File: src/hdl/utf8_text_width_layout_unit_assert.svh
// Assertion macros shared by the layout unit RTL
`ifndef UTF8_TEXT_WIDTH_LAYOUT_UNIT_ASSERT_SVH
`define UTF8_TEXT_WIDTH_LAYOUT_UNIT_ASSERT_SVH
`ifndef SYNTHESIS
// same-cycle implication
`define U8TWL_ASSERT_SAME(label, clk, rst, ante, cons) \
  label: assert property (@(posedge clk) disable iff (rst) (ante) |-> (cons)) \
    else $error("u8twl same-cycle check failed");
// next-cycle implication
`define U8TWL_ASSERT_NEXT(label, clk, rst, ante, cons) \
  label: assert property (@(posedge clk) disable iff (rst) (ante) |=> (cons)) \
    else $error("u8twl next-cycle check failed");
`else
`define U8TWL_ASSERT_SAME(label, clk, rst, ante, cons)
`define U8TWL_ASSERT_NEXT(label, clk, rst, ante, cons)
`endif
`endif

File: src/hdl/u8twl_pkg.sv
// Shared types and constants for the UTF-8 text width layout unit
package u8twl_pkg;

  localparam int CP_W      = 21;
  localparam int GLYPH_W   = 7;
  localparam int PEN_W     = 16;
  localparam int ADV_W     = 9;
  localparam int SCALE_W   = 5;
  localparam int CFG_W     = 16;
  localparam int CFG_IDX_W = 2;

  localparam logic [CFG_IDX_W-1:0] REG_SCALE        = 2'd0;
  localparam logic [CFG_IDX_W-1:0] REG_LIMIT_ENABLE = 2'd1;
  localparam logic [CFG_IDX_W-1:0] REG_MAX_WIDTH    = 2'd2;

  localparam logic [CP_W-1:0] CP_IDEO_SPACE  = 21'h3000;
  localparam logic [CP_W-1:0] CP_FULL_FIRST  = 21'hFF01;
  localparam logic [CP_W-1:0] CP_FULL_LAST   = 21'hFF5E;
  localparam logic [CP_W-1:0] CP_FULL_OFFSET = 21'hFEE0;
  localparam logic [CP_W-1:0] CP_SPACE       = 21'h20;
  localparam logic [CP_W-1:0] CP_QMARK       = 21'd63;
  localparam logic [CP_W-1:0] CP_WIDE_MIN    = 21'h80;
  localparam logic [CP_W-1:0] GLYPH_FIRST    = 21'd32;
  localparam logic [CP_W-1:0] GLYPH_COUNT    = 21'd95;

  localparam logic [GLYPH_W-1:0] GLYPH_QMARK = 7'd31;
  localparam logic [SCALE_W-1:0] SCALE_MAX   = 5'd16;
  localparam logic [PEN_W-1:0]   PEN_MAX     = 16'hFFFF;

  // what follows the substituted '?' characters of one request
  typedef enum logic [1:0] {
    TAIL_NONE,
    TAIL_CHAR,
    TAIL_END
  } tail_t;

  // one decoded input byte, as handed from front to back
  typedef struct packed {
    logic [1:0]         nsub;
    tail_t              tail;
    logic [CP_W-1:0]    code_point;
    logic               wide;
    logic [GLYPH_W-1:0] glyph_index;
    logic               subst;
  } req_t;

  typedef struct packed {
    logic [SCALE_W-1:0] scale;
    logic               limit_enable;
    logic [PEN_W-1:0]   max_width;
  } cfg_t;

endpackage

File: src/hdl/u8twl_front.sv
// Front end: accepts bytes, runs the UTF-8 decoder, builds requests
module u8twl_front (
  input  logic              clk,
  input  logic              rst,
  input  logic              in_valid,
  output logic              in_stall,
  input  logic [7:0]        data_byte,
  input  logic              q_full,
  output logic              push,
  output u8twl_pkg::req_t   push_req
);
  import u8twl_pkg::*;

  logic [1:0]      cont_needed, cont_needed_next;
  logic [1:0]      cont_seen, cont_seen_next;
  logic [CP_W-1:0] partial_code, partial_code_next;

  logic            accept;
  logic            is_cont;
  logic [1:0]      seen_inc;
  logic [CP_W-1:0] pc_shift;

  tail_t           lp_tail;
  logic [CP_W-1:0] lp_cp;
  logic            lp_subst;
  logic [1:0]      lp_need;
  logic [CP_W-1:0] lp_bits;
  req_t            req;

  // fold, classify and index one character
  function automatic req_t make_char(input logic [CP_W-1:0] cp_raw, input logic subst);
    req_t            r;
    logic [CP_W-1:0] cp;
    logic [CP_W-1:0] rel;
    cp = cp_raw;
    if (cp_raw == CP_IDEO_SPACE) begin
      cp = CP_SPACE;
    end else if (cp_raw >= CP_FULL_FIRST && cp_raw <= CP_FULL_LAST) begin
      cp = cp_raw - CP_FULL_OFFSET;
    end
    rel           = cp - GLYPH_FIRST;
    r             = '0;
    r.tail        = TAIL_CHAR;
    r.code_point  = cp;
    r.wide        = (cp >= CP_WIDE_MIN);
    r.glyph_index = (cp < CP_WIDE_MIN && cp >= GLYPH_FIRST && rel < GLYPH_COUNT) ?
                    rel[GLYPH_W-1:0] : '0;
    r.subst       = subst;
    return r;
  endfunction

  assign in_stall = q_full;
  assign accept   = in_valid && !q_full;
  assign is_cont  = (data_byte[7:6] == 2'b10);
  assign seen_inc = cont_seen + 2'd1;
  assign pc_shift = {partial_code[CP_W-7:0], data_byte[5:0]};

  // lead byte classification
  always_comb begin
    lp_tail  = TAIL_CHAR;
    lp_cp    = {13'd0, data_byte};
    lp_subst = 1'b0;
    lp_need  = 2'd0;
    lp_bits  = '0;
    if (data_byte == 8'd0) begin
      lp_tail = TAIL_END;
    end else if (!data_byte[7]) begin
      lp_tail = TAIL_CHAR;
    end else if (data_byte[7:5] == 3'b110) begin
      lp_tail = TAIL_NONE;
      lp_need = 2'd1;
      lp_bits = {16'd0, data_byte[4:0]};
    end else if (data_byte[7:4] == 4'b1110) begin
      lp_tail = TAIL_NONE;
      lp_need = 2'd2;
      lp_bits = {17'd0, data_byte[3:0]};
    end else if (data_byte[7:3] == 5'b11110) begin
      lp_tail = TAIL_NONE;
      lp_need = 2'd3;
      lp_bits = {18'd0, data_byte[2:0]};
    end else begin
      lp_cp    = CP_QMARK;
      lp_subst = 1'b1;
    end
  end

  always_comb begin
    cont_needed_next  = cont_needed;
    cont_seen_next    = cont_seen;
    partial_code_next = partial_code;
    req               = make_char(lp_cp, lp_subst);
    req.tail          = lp_tail;
    if (cont_needed != 2'd0) begin
      if (is_cont) begin
        req.tail = TAIL_NONE;
        if (seen_inc >= cont_needed) begin
          req               = make_char(pc_shift, 1'b0);
          cont_needed_next  = 2'd0;
          cont_seen_next    = 2'd0;
          partial_code_next = '0;
        end else begin
          cont_seen_next    = seen_inc;
          partial_code_next = pc_shift;
        end
      end else begin
        // broken sequence: '?' for the lead and each held byte, then reparse
        req.nsub          = seen_inc;
        cont_needed_next  = lp_need;
        cont_seen_next    = 2'd0;
        partial_code_next = lp_bits;
      end
    end else begin
      cont_needed_next  = lp_need;
      cont_seen_next    = 2'd0;
      partial_code_next = lp_bits;
    end
  end

  assign push     = accept && (req.nsub != 2'd0 || req.tail != TAIL_NONE);
  assign push_req = req;

  always_ff @(posedge clk) begin
    if (rst) begin
      cont_needed  <= 2'd0;
      cont_seen    <= 2'd0;
      partial_code <= '0;
    end else if (accept) begin
      cont_needed  <= cont_needed_next;
      cont_seen    <= cont_seen_next;
      partial_code <= partial_code_next;
    end
  end

endmodule

File: src/hdl/u8twl_queue.sv
// Request queue between front and back
module u8twl_queue #(
  parameter int DEPTH = 4
) (
  input  logic            clk,
  input  logic            rst,
  input  logic            push,
  input  u8twl_pkg::req_t push_req,
  output logic            full,
  input  logic            pop,
  output logic            head_valid,
  output u8twl_pkg::req_t head
);
  import u8twl_pkg::*;

  localparam int AW = (DEPTH > 1) ? $clog2(DEPTH) : 1;
  localparam int CW = $clog2(DEPTH + 1);

  req_t          entries [DEPTH];
  logic [AW-1:0] wr_ptr, rd_ptr;
  logic [CW-1:0] count;
  logic          do_push, do_pop;

  assign full       = (count == CW'(DEPTH));
  assign head_valid = (count != '0);
  assign head       = entries[rd_ptr];
  assign do_push    = push && !full;
  assign do_pop     = pop && head_valid;

  always_ff @(posedge clk) begin
    if (rst) begin
      wr_ptr <= '0;
      rd_ptr <= '0;
      count  <= '0;
    end else begin
      if (do_push) begin
        wr_ptr <= (wr_ptr == AW'(DEPTH - 1)) ? '0 : wr_ptr + AW'(1);
      end
      if (do_pop) begin
        rd_ptr <= (rd_ptr == AW'(DEPTH - 1)) ? '0 : rd_ptr + AW'(1);
      end
      if (do_push && !do_pop) begin
        count <= count + CW'(1);
      end else if (do_pop && !do_push) begin
        count <= count - CW'(1);
      end
    end
  end

  always_ff @(posedge clk) begin
    if (do_push) begin
      entries[wr_ptr] <= push_req;
    end
  end

endmodule

File: src/hdl/u8twl_back.sv
// Back end: expands requests into results, tracks pen and limit
module u8twl_back (
  input  logic                            clk,
  input  logic                            rst,
  input  u8twl_pkg::cfg_t                 cfg,
  input  logic                            head_valid,
  input  u8twl_pkg::req_t                 head,
  output logic                            pop,
  output logic                            out_valid,
  input  logic                            out_stall,
  output logic                            kind,
  output logic [u8twl_pkg::CP_W-1:0]      code_point,
  output logic                            wide,
  output logic [u8twl_pkg::GLYPH_W-1:0]   glyph_index,
  output logic [u8twl_pkg::PEN_W-1:0]     x_offset,
  output logic [u8twl_pkg::ADV_W-1:0]     advance,
  output logic                            substituted,
  output logic                            last
);
  import u8twl_pkg::*;

  logic [1:0]       step_idx;
  logic [PEN_W-1:0] pen;
  logic             halted;

  logic [SCALE_W-1:0] sc_eff;
  logic [ADV_W-1:0]   adv_n, adv_w, cur_adv, nxt_adv;
  logic [2:0]         total_steps, nxt_idx;
  logic               step_last, at_q, nxt_q;
  logic               cur_char, cur_end, cur_wide, nxt_is_char;
  logic [PEN_W:0]     sum1;
  logic [PEN_W+1:0]   sum2;
  logic               fits1, fits2, emit, more, go;

  always_comb begin
    if (cfg.scale == '0) begin
      sc_eff = 5'd1;
    end else if (cfg.scale > SCALE_MAX) begin
      sc_eff = SCALE_MAX;
    end else begin
      sc_eff = cfg.scale;
    end
  end

  assign adv_n = {1'b0, sc_eff, 3'b000};
  assign adv_w = {sc_eff, 4'b0000};

  assign total_steps = {1'b0, head.nsub} + {2'b00, head.tail != TAIL_NONE};
  assign step_last   = ({1'b0, step_idx} == total_steps - 3'd1);
  assign nxt_idx     = {1'b0, step_idx} + 3'd1;
  assign at_q        = (step_idx < head.nsub);
  assign nxt_q       = (nxt_idx < {1'b0, head.nsub});

  assign cur_char = at_q || head.tail == TAIL_CHAR;
  assign cur_end  = !at_q && head.tail == TAIL_END;
  assign cur_wide = !at_q && head.wide;
  assign cur_adv  = cur_wide ? adv_w : adv_n;

  // does this character fit, and would the next one fit after it
  assign nxt_is_char = nxt_q || head.tail == TAIL_CHAR;
  assign nxt_adv     = (!nxt_q && head.wide) ? adv_w : adv_n;
  assign sum1        = {1'b0, pen} + {8'd0, cur_adv};
  assign sum2        = {1'b0, sum1} + {9'd0, nxt_adv};
  assign fits1       = !cfg.limit_enable || sum1 <= {1'b0, cfg.max_width};
  assign fits2       = !cfg.limit_enable || sum2 <= {2'b00, cfg.max_width};

  assign emit = cur_end || (cur_char && !halted && fits1);
  // a pending end result is always emitted, so it closes the burst itself
  assign more = !step_last && (head.tail == TAIL_END || !nxt_is_char || fits2);
  assign go   = head_valid && (!out_valid || !out_stall);
  assign pop  = go && step_last;

  always_ff @(posedge clk) begin
    if (rst) begin
      out_valid <= 1'b0;
      step_idx  <= 2'd0;
      pen       <= '0;
      halted    <= 1'b0;
    end else begin
      if (!out_valid || !out_stall) begin
        out_valid <= go && emit;
      end
      if (go) begin
        step_idx <= step_last ? 2'd0 : step_idx + 2'd1;
        if (cur_end) begin
          pen    <= '0;
          halted <= 1'b0;
        end else if (cur_char && !halted) begin
          if (fits1) begin
            pen <= sum1[PEN_W] ? PEN_MAX : sum1[PEN_W-1:0];
          end else begin
            halted <= 1'b1;
          end
        end
      end
    end
  end

  always_ff @(posedge clk) begin
    if (go) begin
      kind        <= cur_end;
      code_point  <= cur_end ? '0 : (at_q ? CP_QMARK : head.code_point);
      wide        <= cur_wide;
      glyph_index <= cur_end ? '0 : (at_q ? GLYPH_QMARK : head.glyph_index);
      x_offset    <= pen;
      advance     <= cur_end ? '0 : cur_adv;
      substituted <= !cur_end && (at_q || head.subst);
      last        <= cur_end || !more;
    end
  end

endmodule

File: src/hdl/utf8_text_width_layout_unit.sv
// Top level of the UTF-8 text width layout unit
//
// Input channel: one UTF-8 byte per request on data_byte, taken when
//   in_valid is high and in_stall is low; byte 0 ends the string.
// Output channel: character and end-of-string results on their own
//   ports, taken when out_valid is high and out_stall is low. One input
//   byte gives zero to four results; the final one carries last.
// Configuration: cfg_write with cfg_index/cfg_data writes scale (0),
//   limit_enable (1) or max_width (2); write only while the unit is idle.
// Path: a byte is decoded combinationally, written into the request
//   queue and expanded by the back end into its registered output.
// Throughput: one byte per cycle while each byte yields at most one
//   result and out_stall is low; the back end emits one result per cycle
//   while not stalled, so a malformed sequence that yields several results
//   holds it longer and the request queue (QUEUE_DEPTH entries) absorbs the front.
// Reset: synchronous, clears the decoder, pen position, limit state and
//   queue; registers return to scale 1, limit off, max_width 0.
// A stalled receiver holds the output register; the front keeps taking
//   bytes until the queue fills, then raises in_stall.
module utf8_text_width_layout_unit #(
  parameter int QUEUE_DEPTH = 4
) (
  input  logic                            clk,
  input  logic                            rst,
  input  logic                            cfg_write,
  input  logic [u8twl_pkg::CFG_IDX_W-1:0] cfg_index,
  input  logic [u8twl_pkg::CFG_W-1:0]     cfg_data,
  input  logic                            in_valid,
  output logic                            in_stall,
  input  logic [7:0]                      data_byte,
  output logic                            out_valid,
  input  logic                            out_stall,
  output logic                            kind,
  output logic [u8twl_pkg::CP_W-1:0]      code_point,
  output logic                            wide,
  output logic [u8twl_pkg::GLYPH_W-1:0]   glyph_index,
  output logic [u8twl_pkg::PEN_W-1:0]     x_offset,
  output logic [u8twl_pkg::ADV_W-1:0]     advance,
  output logic                            substituted,
  output logic                            last
);
  import u8twl_pkg::*;

  `include "utf8_text_width_layout_unit_assert.svh"

  cfg_t cfg;
  logic q_push, q_full, q_pop, q_head_valid;
  req_t q_push_req, q_head;

  // configuration registers
  always_ff @(posedge clk) begin
    if (rst) begin
      cfg.scale        <= 5'd1;
      cfg.limit_enable <= 1'b0;
      cfg.max_width    <= '0;
    end else if (cfg_write) begin
      unique case (cfg_index)
        REG_SCALE:        cfg.scale        <= cfg_data[SCALE_W-1:0];
        REG_LIMIT_ENABLE: cfg.limit_enable <= cfg_data[0];
        REG_MAX_WIDTH:    cfg.max_width    <= cfg_data[PEN_W-1:0];
        default:          ;
      endcase
    end
  end

  // byte intake and UTF-8 decode
  u8twl_front u_front (
    .clk       (clk),
    .rst       (rst),
    .in_valid  (in_valid),
    .in_stall  (in_stall),
    .data_byte (data_byte),
    .q_full    (q_full),
    .push      (q_push),
    .push_req  (q_push_req)
  );

  // decouples decode from result delivery
  u8twl_queue #(
    .DEPTH (QUEUE_DEPTH)
  ) u_queue (
    .clk        (clk),
    .rst        (rst),
    .push       (q_push),
    .push_req   (q_push_req),
    .full       (q_full),
    .pop        (q_pop),
    .head_valid (q_head_valid),
    .head       (q_head)
  );

  // layout, limit and output register
  u8twl_back u_back (
    .clk         (clk),
    .rst         (rst),
    .cfg         (cfg),
    .head_valid  (q_head_valid),
    .head        (q_head),
    .pop         (q_pop),
    .out_valid   (out_valid),
    .out_stall   (out_stall),
    .kind        (kind),
    .code_point  (code_point),
    .wide        (wide),
    .glyph_index (glyph_index),
    .x_offset    (x_offset),
    .advance     (advance),
    .substituted (substituted),
    .last        (last)
  );

  // front never pushes into a full queue
  `U8TWL_ASSERT_SAME(a_no_overflow, clk, rst, q_push, !q_full)
  // a full queue stays full until the back end drains an entry
  `U8TWL_ASSERT_NEXT(a_full_holds, clk, rst, q_full && !q_pop, q_full)
  // end-of-string result always closes its byte's burst
  `U8TWL_ASSERT_SAME(a_end_last, clk, rst, out_valid && kind, last && advance == '0)
  // substituted characters always show the replacement mark
  `U8TWL_ASSERT_SAME(a_subst_qmark, clk, rst, out_valid && substituted,
                     code_point == CP_QMARK && !kind)

endmodule
File: config.mk
export PLATFORM = sky130hd
export DESIGN_NAME = utf8_text_width_layout_unit
export DESIGN_NICKNAME = d
export VERILOG_FILES = /design/src/hdl/u8twl_pkg.sv /design/src/hdl/u8twl_front.sv /design/src/hdl/u8twl_queue.sv /design/src/hdl/u8twl_back.sv /design/src/hdl/utf8_text_width_layout_unit.sv
export VERILOG_INCLUDE_DIRS = /design/src /design/src/hdl
export SDC_FILE = /design/constraint.sdc
export NUM_CORES = 1
export LEC_CHECK = 0
export ABC_AREA = 1
export BUFFER_PORTS_ARGS = -buffer_cell sky130_fd_sc_hd__buf_2
export CORE_ASPECT_RATIO = 0.75
export CORE_MARGIN = 4
export CORE_UTILIZATION = 50
export CTS_BUF_LIST = sky130_fd_sc_hd__clkbuf_16
export DETAILED_ROUTE_END_ITERATION = 10
export HOLD_SLACK_MARGIN = 0.12
export PLACE_DENSITY = 0.68
export SKIP_LAST_GASP = 1
export SYNTH_ARGS = -nofsm -noshare
export SYNTH_HDL_FRONTEND = slang
export SYNTH_SLANG_ARGS = --single-unit
export TNS_END_PERCENT = 10
File: constraint.sdc
create_clock -name clk -period 6.36 [get_ports clk]
set_input_delay 0.318 -clock clk [delete_from_list [all_inputs] [get_ports clk]]
set_output_delay 0.318 -clock clk [all_outputs]
set_load 0.01 [all_outputs]
### After elaboration in Yosys (flattened, before gate mapping)

Memory sizes are Yosys's and may differ from the RTL's. A register that Yosys moved wholly into a read port is not among the register bits.
Cells that the tools add are included.

| storage, ports and cells | value |
|---|---|
| register bits after elaboration | 125 |
| bits in latches | 0 |
| bits in writable memories | 136 |
| ROM bits | 0 |
| output and inout port bits | 59 |
| logic and storage cells | 206 |
| memories kept | 1 |

| cells by class | value |
|---|---|
| add/subtract/negate cells | 15 |
| $mul | 0 |
| div/mod/pow operators | 0 |
| $lt $le $gt $ge | 18 |
| equality and inequality tests | 16 |
| shifts and indexed selects | 0 |
| muxes and demuxes | 69 |
| bitwise operators | 0 |
| reductions and logical operators | 64 |

Memory list:

| name | depth | width | rd ports | clocked after memory_dff | wr ports | line | source |
|---|---|---|---|---|---|---|---|
| u_queue.entries | 4 | 34 | 1 | 1 | 1 | u8twl_queue.sv:19 | `req_t entries [DEPTH];` |

Operator list:

| cell | number |
|---|---|
| 21-bit two-way mux | 11 |
| 15-bit two-way mux | 6 |
| 16-bit two-way mux | 4 |
| 21-bit by 14-bit == test with 1-bit output (second input constant) | 2 |
| 21-bit by 16-bit >= comparator with 1-bit output (second input constant) | 2 |
| 21-bit by 6-bit >= comparator with 1-bit output (second input constant) | 2 |
| 21-bit by 8-bit >= comparator with 1-bit output (second input constant) | 2 |
| 21-bit by 16-bit <= comparator with 1-bit output (second input constant) | 2 |
| 21-bit by 7-bit less-than comparator with 1-bit output (second input constant) | 2 |
| 21-bit by 8-bit less-than comparator with 1-bit output (second input constant) | 2 |
| 2-bit two-way mux | 21 |
| 21-bit by 16-bit subtractor with 21-bit output (second input constant) | 2 |
| 21-bit by 6-bit subtractor with 21-bit output (second input constant) | 2 |
| 34-bit two-way mux | 1 |
| 32-bit two-way mux | 1 |
| 31-bit two-way mux | 1 |
| 1-bit logical AND | 22 |
| 17-bit by 9-bit adder with 18-bit output | 1 |
| 18-bit by 16-bit <= comparator with 1-bit output | 1 |
| 9-bit two-way mux | 2 |
| 16-bit by 9-bit adder with 17-bit output | 1 |
| 17-bit by 16-bit <= comparator with 1-bit output | 1 |
| 5-bit two-way mux | 3 |
| 7-bit two-way mux | 2 |
| 32 further kinds | 86 |

### Depth between registers and ports, before layout

| depth | value |
|---|---|
| depth after elaboration | 25 |
| mapped depth | 39 |

### Cells and area by module

Synthesis repeated with hierarchy kept, for this count alone.

| unflattened totals | value |
|---|---|
| cells, all modules | 1455 |
| area, all modules | 13377.8 µm² |

By module, submodules not included:

| module | instances | cells each | area an instance (µm²) |
|---|---|---|---|
| u8twl_queue | 1 | 399 | 5748.0 |
| u8twl_back | 1 | 553 | 4595.7 |
| u8twl_front | 1 | 360 | 2095.8 |
| utf8_text_width_layout_unit | 1 | 143 | 938.4 |

### Worst setup path after synthesis

OpenSTA, ideal clock, no wires.

| path | value |
|---|---|
| path kind | flip-flop to flip-flop |
| start | register (tool-made name) |
| end | register u_back.last, data pin |
| library setup time | 0.253 ns |
| arrival | 5.137 ns |
| data required time | 6.107 ns |
| slack | 0.969 ns |
| cell stages (with the launch flop) | 39 |
| buffers on the path | 3 |
| clock period less this slack | 5.391 ns |
| cell sequence | dfxtp_1 -> buf_4 -> inv_4 -> buf_2 -> buf_1 -> a21oi_1 -> a32oi_1 -> inv_1 -> ha_1 -> o21ai_2 -> nand2_2 -> nand2_2 -> o21ai_0 -> inv_1 -> ha_1 -> nand2_1 -> nand2_1 -> o21bai_1 -> (+3 left out) -> nand3_1 -> nand2_1 -> a21oi_1 -> o21ai_0 -> nand2_1 -> nor2_1 -> nand3_1 -> xor2_1 -> inv_1 -> ha_1 -> a21oi_1 -> o21ai_0 -> a21oi_1 -> o21ai_0 -> nand2_1 -> nand3_1 -> nand2_1 -> nand2_1 |

RTL lines:

| element | line | source |
|---|---|---|
| to (signal assigned) | u8twl_back.sv:108 | `last <= cur_end \|\| !more;` |
| to (decl) | u8twl_back.sv:18 | `output logic last` |

==> results.py <==
metrics = {
    "logic_synthesis": {
        "synth.distinct_cells": 55,
        "synth.mux.area_fraction_pct": 0,
        "netlist_instances": 1295,
        "synth_compound_area_share_pct": 13.1,
        "synth.avg_cell_area_sq_um": 9.68,
        "synth-async-reset-ratio_pct": 0,
        "synth_seq_area_share_pct": 55.9,
        "synth_xor_area_share_pct": 1.68,
        "syn_area_sq_um": 12500,
        "yosys.area_share.simple_pct": 16.1,
        "ys_seq_elements": 256,
        "synth_top_family_by_area": "simple AND/OR/NAND/NOR gates",
        "synth_ff_type": "edfxtp_1",
        "yosysWarnings": 0,
        "synthAdderAreaFrac_pct": 6.93,
        "synth-edff-count": 188,
    },
    "sta": {
        "setup_viol": 0,
        "rsz0062_at_grt": "no",
        "final_max_slew_viol_count": 0,
        "fin_crit_ps": 5870,
        "fin_setup_tns_ps": 0,
        "skew_ps": 13.4,
        "finalHoldViolCount": 0,
        "maxSlewHeadroom_pct": 21.8,
        "fmax_mhz": 170,
        "period_share_pct": 92.3,
        "worstMarginPinSlew_ps": 1170,
    },
    "worst_hold_path": {
        "holdCritPathClass": "input port to flop",
    },
    "clocking": {
        "cts_sinks": 256,
        "clock_path_buffers": 3,
        "clk_latency_ps": 530,
        "cts.clk_slew.worst_paths_ps": 70,
        "cts_made_buffers": 27,
        "h-tree-depth": 1,
        "cts_tree": "done",
        "root_buffer": "clkbuf_16",
    },
    "grt": {
        "antenna_found_initial": 0,
        "first_global_vias": 8629,
        "grt_usage_pct": 20.9,
        "grt_pass1_wl_microns": 47400,
        "grt_max_degree": 56,
        "overflow": 0,
    },
    "final_layout": {
        "stdcell_area_sq_um": 14300,
        "drive_gt1_share_pct": 12.7,
        "antenna_cells": 0,
        "final_cell_mix": "192 x nand2_1, 188 x edfxtp_1, 160 x nor2_1",
        "final_nets": 1493,
        "layout_commonest_cell": "nand2_1",
        "synthToLayoutAreaGrowth_pct": 14.2,
    },
    "place": {
        "post_dp_cell_area_sq_um": 13300,
        "hpwlAfterDp_microns": 20200,
        "gp_congestion": 0.897,
        "port_buffers": 86,
    },
    "floorplanning": {
        "ios": 90,
        "start_util_pct": 51.5,
        "die_area_sq_um": 27700,
        "dieHeight_microns": 145,
        "core_sq_um": 24300,
        "dieWidth_microns": 191,
        "rows": 49,
    },
    "worst_setup_path": {
        "worstSetupPathType": "flop to flop",
        "start_kind": "flop",
        "arrival_ps": 6150,
        "cp_slowest_cell": "buf_4",
        "end_kind": "flop",
        "critPathMaxFanout": 44,
        "r2r_slack_ps": 490,
        "cpPeakStageDelay_ps": 400,
        "critPathMostFrequentCell": "nand2_1",
        "required_ps": 6640,
    },
    "route": {
        "drtIter0Drc": 936,
        "routedWlPerCell_microns": 17.0,
        "drt_wl_total_microns": 29700,
        "viasPerCell": 5.39,
        "first_pass_iters": 6,
        "drc": 0,
        "antenna_left": 0,
        "vias": 9419,
    },
    "run": {
        "cap_violations": 0,
    },
    "power": {
        "irDropWorstVdd_mv": 0.249,
        "p_per_area_nw_per_um2": 481,
        "power_leakage_nw": 5.88,
    },
    "status": {
        "status": "complete, no violations",
    },
}
synthesized netlist by cell type (2+ instances only):
master / count / area, sq um
clkbuf_1: 27 / 101
a21oi_1: 114 / 571
nor2_1: 164 / 616
o21ai_2: 4 / 35.0
nor3_1: 21 / 105
a211oi_1: 15 / 113
o21bai_1: 2 / 15.0
xor2_1: 18 / 158
buf_1: 8 / 30.0
o21ai_1: 4 / 20.0
fa_1: 4 / 80.1
nand2_2: 4 / 25.0
a32oi_1: 4 / 35.0
a21oi_2: 2 / 17.5
o31ai_1: 3 / 22.5
o21ai_0: 89 / 445
nand3_1: 47 / 235
a2111oi_0: 3 / 26.3
nand2_1: 192 / 721
buf_4: 7 / 52.6
a31oi_1: 2 / 12.5
o22ai_1: 7 / 43.8
dfxtp_1: 68 / 1360
nand3_2: 2 / 20.0
nor4_1: 2 / 12.5
xnor2_1: 6 / 52.6
nand4_1: 27 / 169
a21oi_4: 2 / 32.5
nand2_4: 2 / 22.5
nor2_4: 2 / 22.5
nor2_2: 4 / 25.0
o211ai_1: 7 / 52.6
edfxtp_1: 188 / 5650
buf_2: 7 / 35.0
a32o_1: 13 / 130
inv_2: 10 / 37.5
ha_1: 63 / 788
inv_1: 134 / 503
path summary, 6_finish.rpt:
check,startpoint,endpoint,depth (start not counted)
max,flop,u_back.last,35
min,cfg_index[1],cfg[17],4
max reg2reg,flop,u_back.last,35
min reg2reg,cfg[2],cfg[2],2
through the flow:
step           instances  hold slack, ps  setup WS (ps)  utilization [%]  power [W]
3_5_place_dp        1676             459            526             54.5    0.00539
2_1_floorplan       1297             403            969                -    0.00454
4_1_cts             1746             142            506             58.8    0.00689
3_3_place_gp        1676             449            714             54.5    0.00533
5_1_grt             1746             165           3.99             58.8    0.00739
6_report            1746             159            490             58.8    0.00688
layout make-up:
type                       count  area, sq um
fill                        2086        10000
clock buffer                  27          676
multi-input combinational    844         4760
clock inverter                22          155
inverter                     147          556
tap                          331          414
sequential                   256         7010
timing repair buffer         119          738
power by group:
group	leakage, nW	internal, W	switching [W]	total (W)
Clock	0.433	0.000850	0.000631	0.00148
Combinational	3.12	0.000998	0.00199	0.00299
Sequential	2.33	0.00228	0.000129	0.00241
per-layer routing:
layer | track usage (%) | vias up | wire length [microns]
met5 | 0 | - | 0
met4 | 4.06 | 0 | 518
met3 | 3.17 | 40 | 1940
met2 | 28.5 | 301 | 11800
met1 | 35.0 | 4394 | 15500
li1 | - | 4684 | -
registers in the layout, summed over array words and instances (netlist names), 3 cells and up, named ones only:
signal and count:
cfg 22, u_back.advance 6, u_back.code_point 21, u_back.glyph_index 7
u_back.pen 14, u_back.x_offset 14, u_front.partial_code 15, u_queue.count 3
u_queue.entries 136
kinds of logic (layout without fill, tap and decap cells):
group	count (synthesis)	count (layout)
AND/OR/NAND/NOR	471	471
AO/OA/AOI/OAI	279	279
flip-flops	256	256
buffers and inverters	197	315
adder cells (fa/ha/maj)	67	67
XOR/XNOR	24	24
other	1	3
what timing repair did:
action	in CTS	in global routing
endpoints found under the hold margin	24	0
setup buffers	0	0
hold buffers	21	0
resized for setup	0	3
setup endpoints to repair	0	1
worst max-delay path, delay by kind of cell (launching register included):
family	cells	cell delay, ps
AOI/OAI and AO/OA	10	1570
DFF	1	350
and+or+nand+nor	15	1700
xor gates and xnor gates	2	350
adders and majority gates	3	970
buffers and inverters	5	710
No activity file was read; power rests on OpenSTA's default activity.
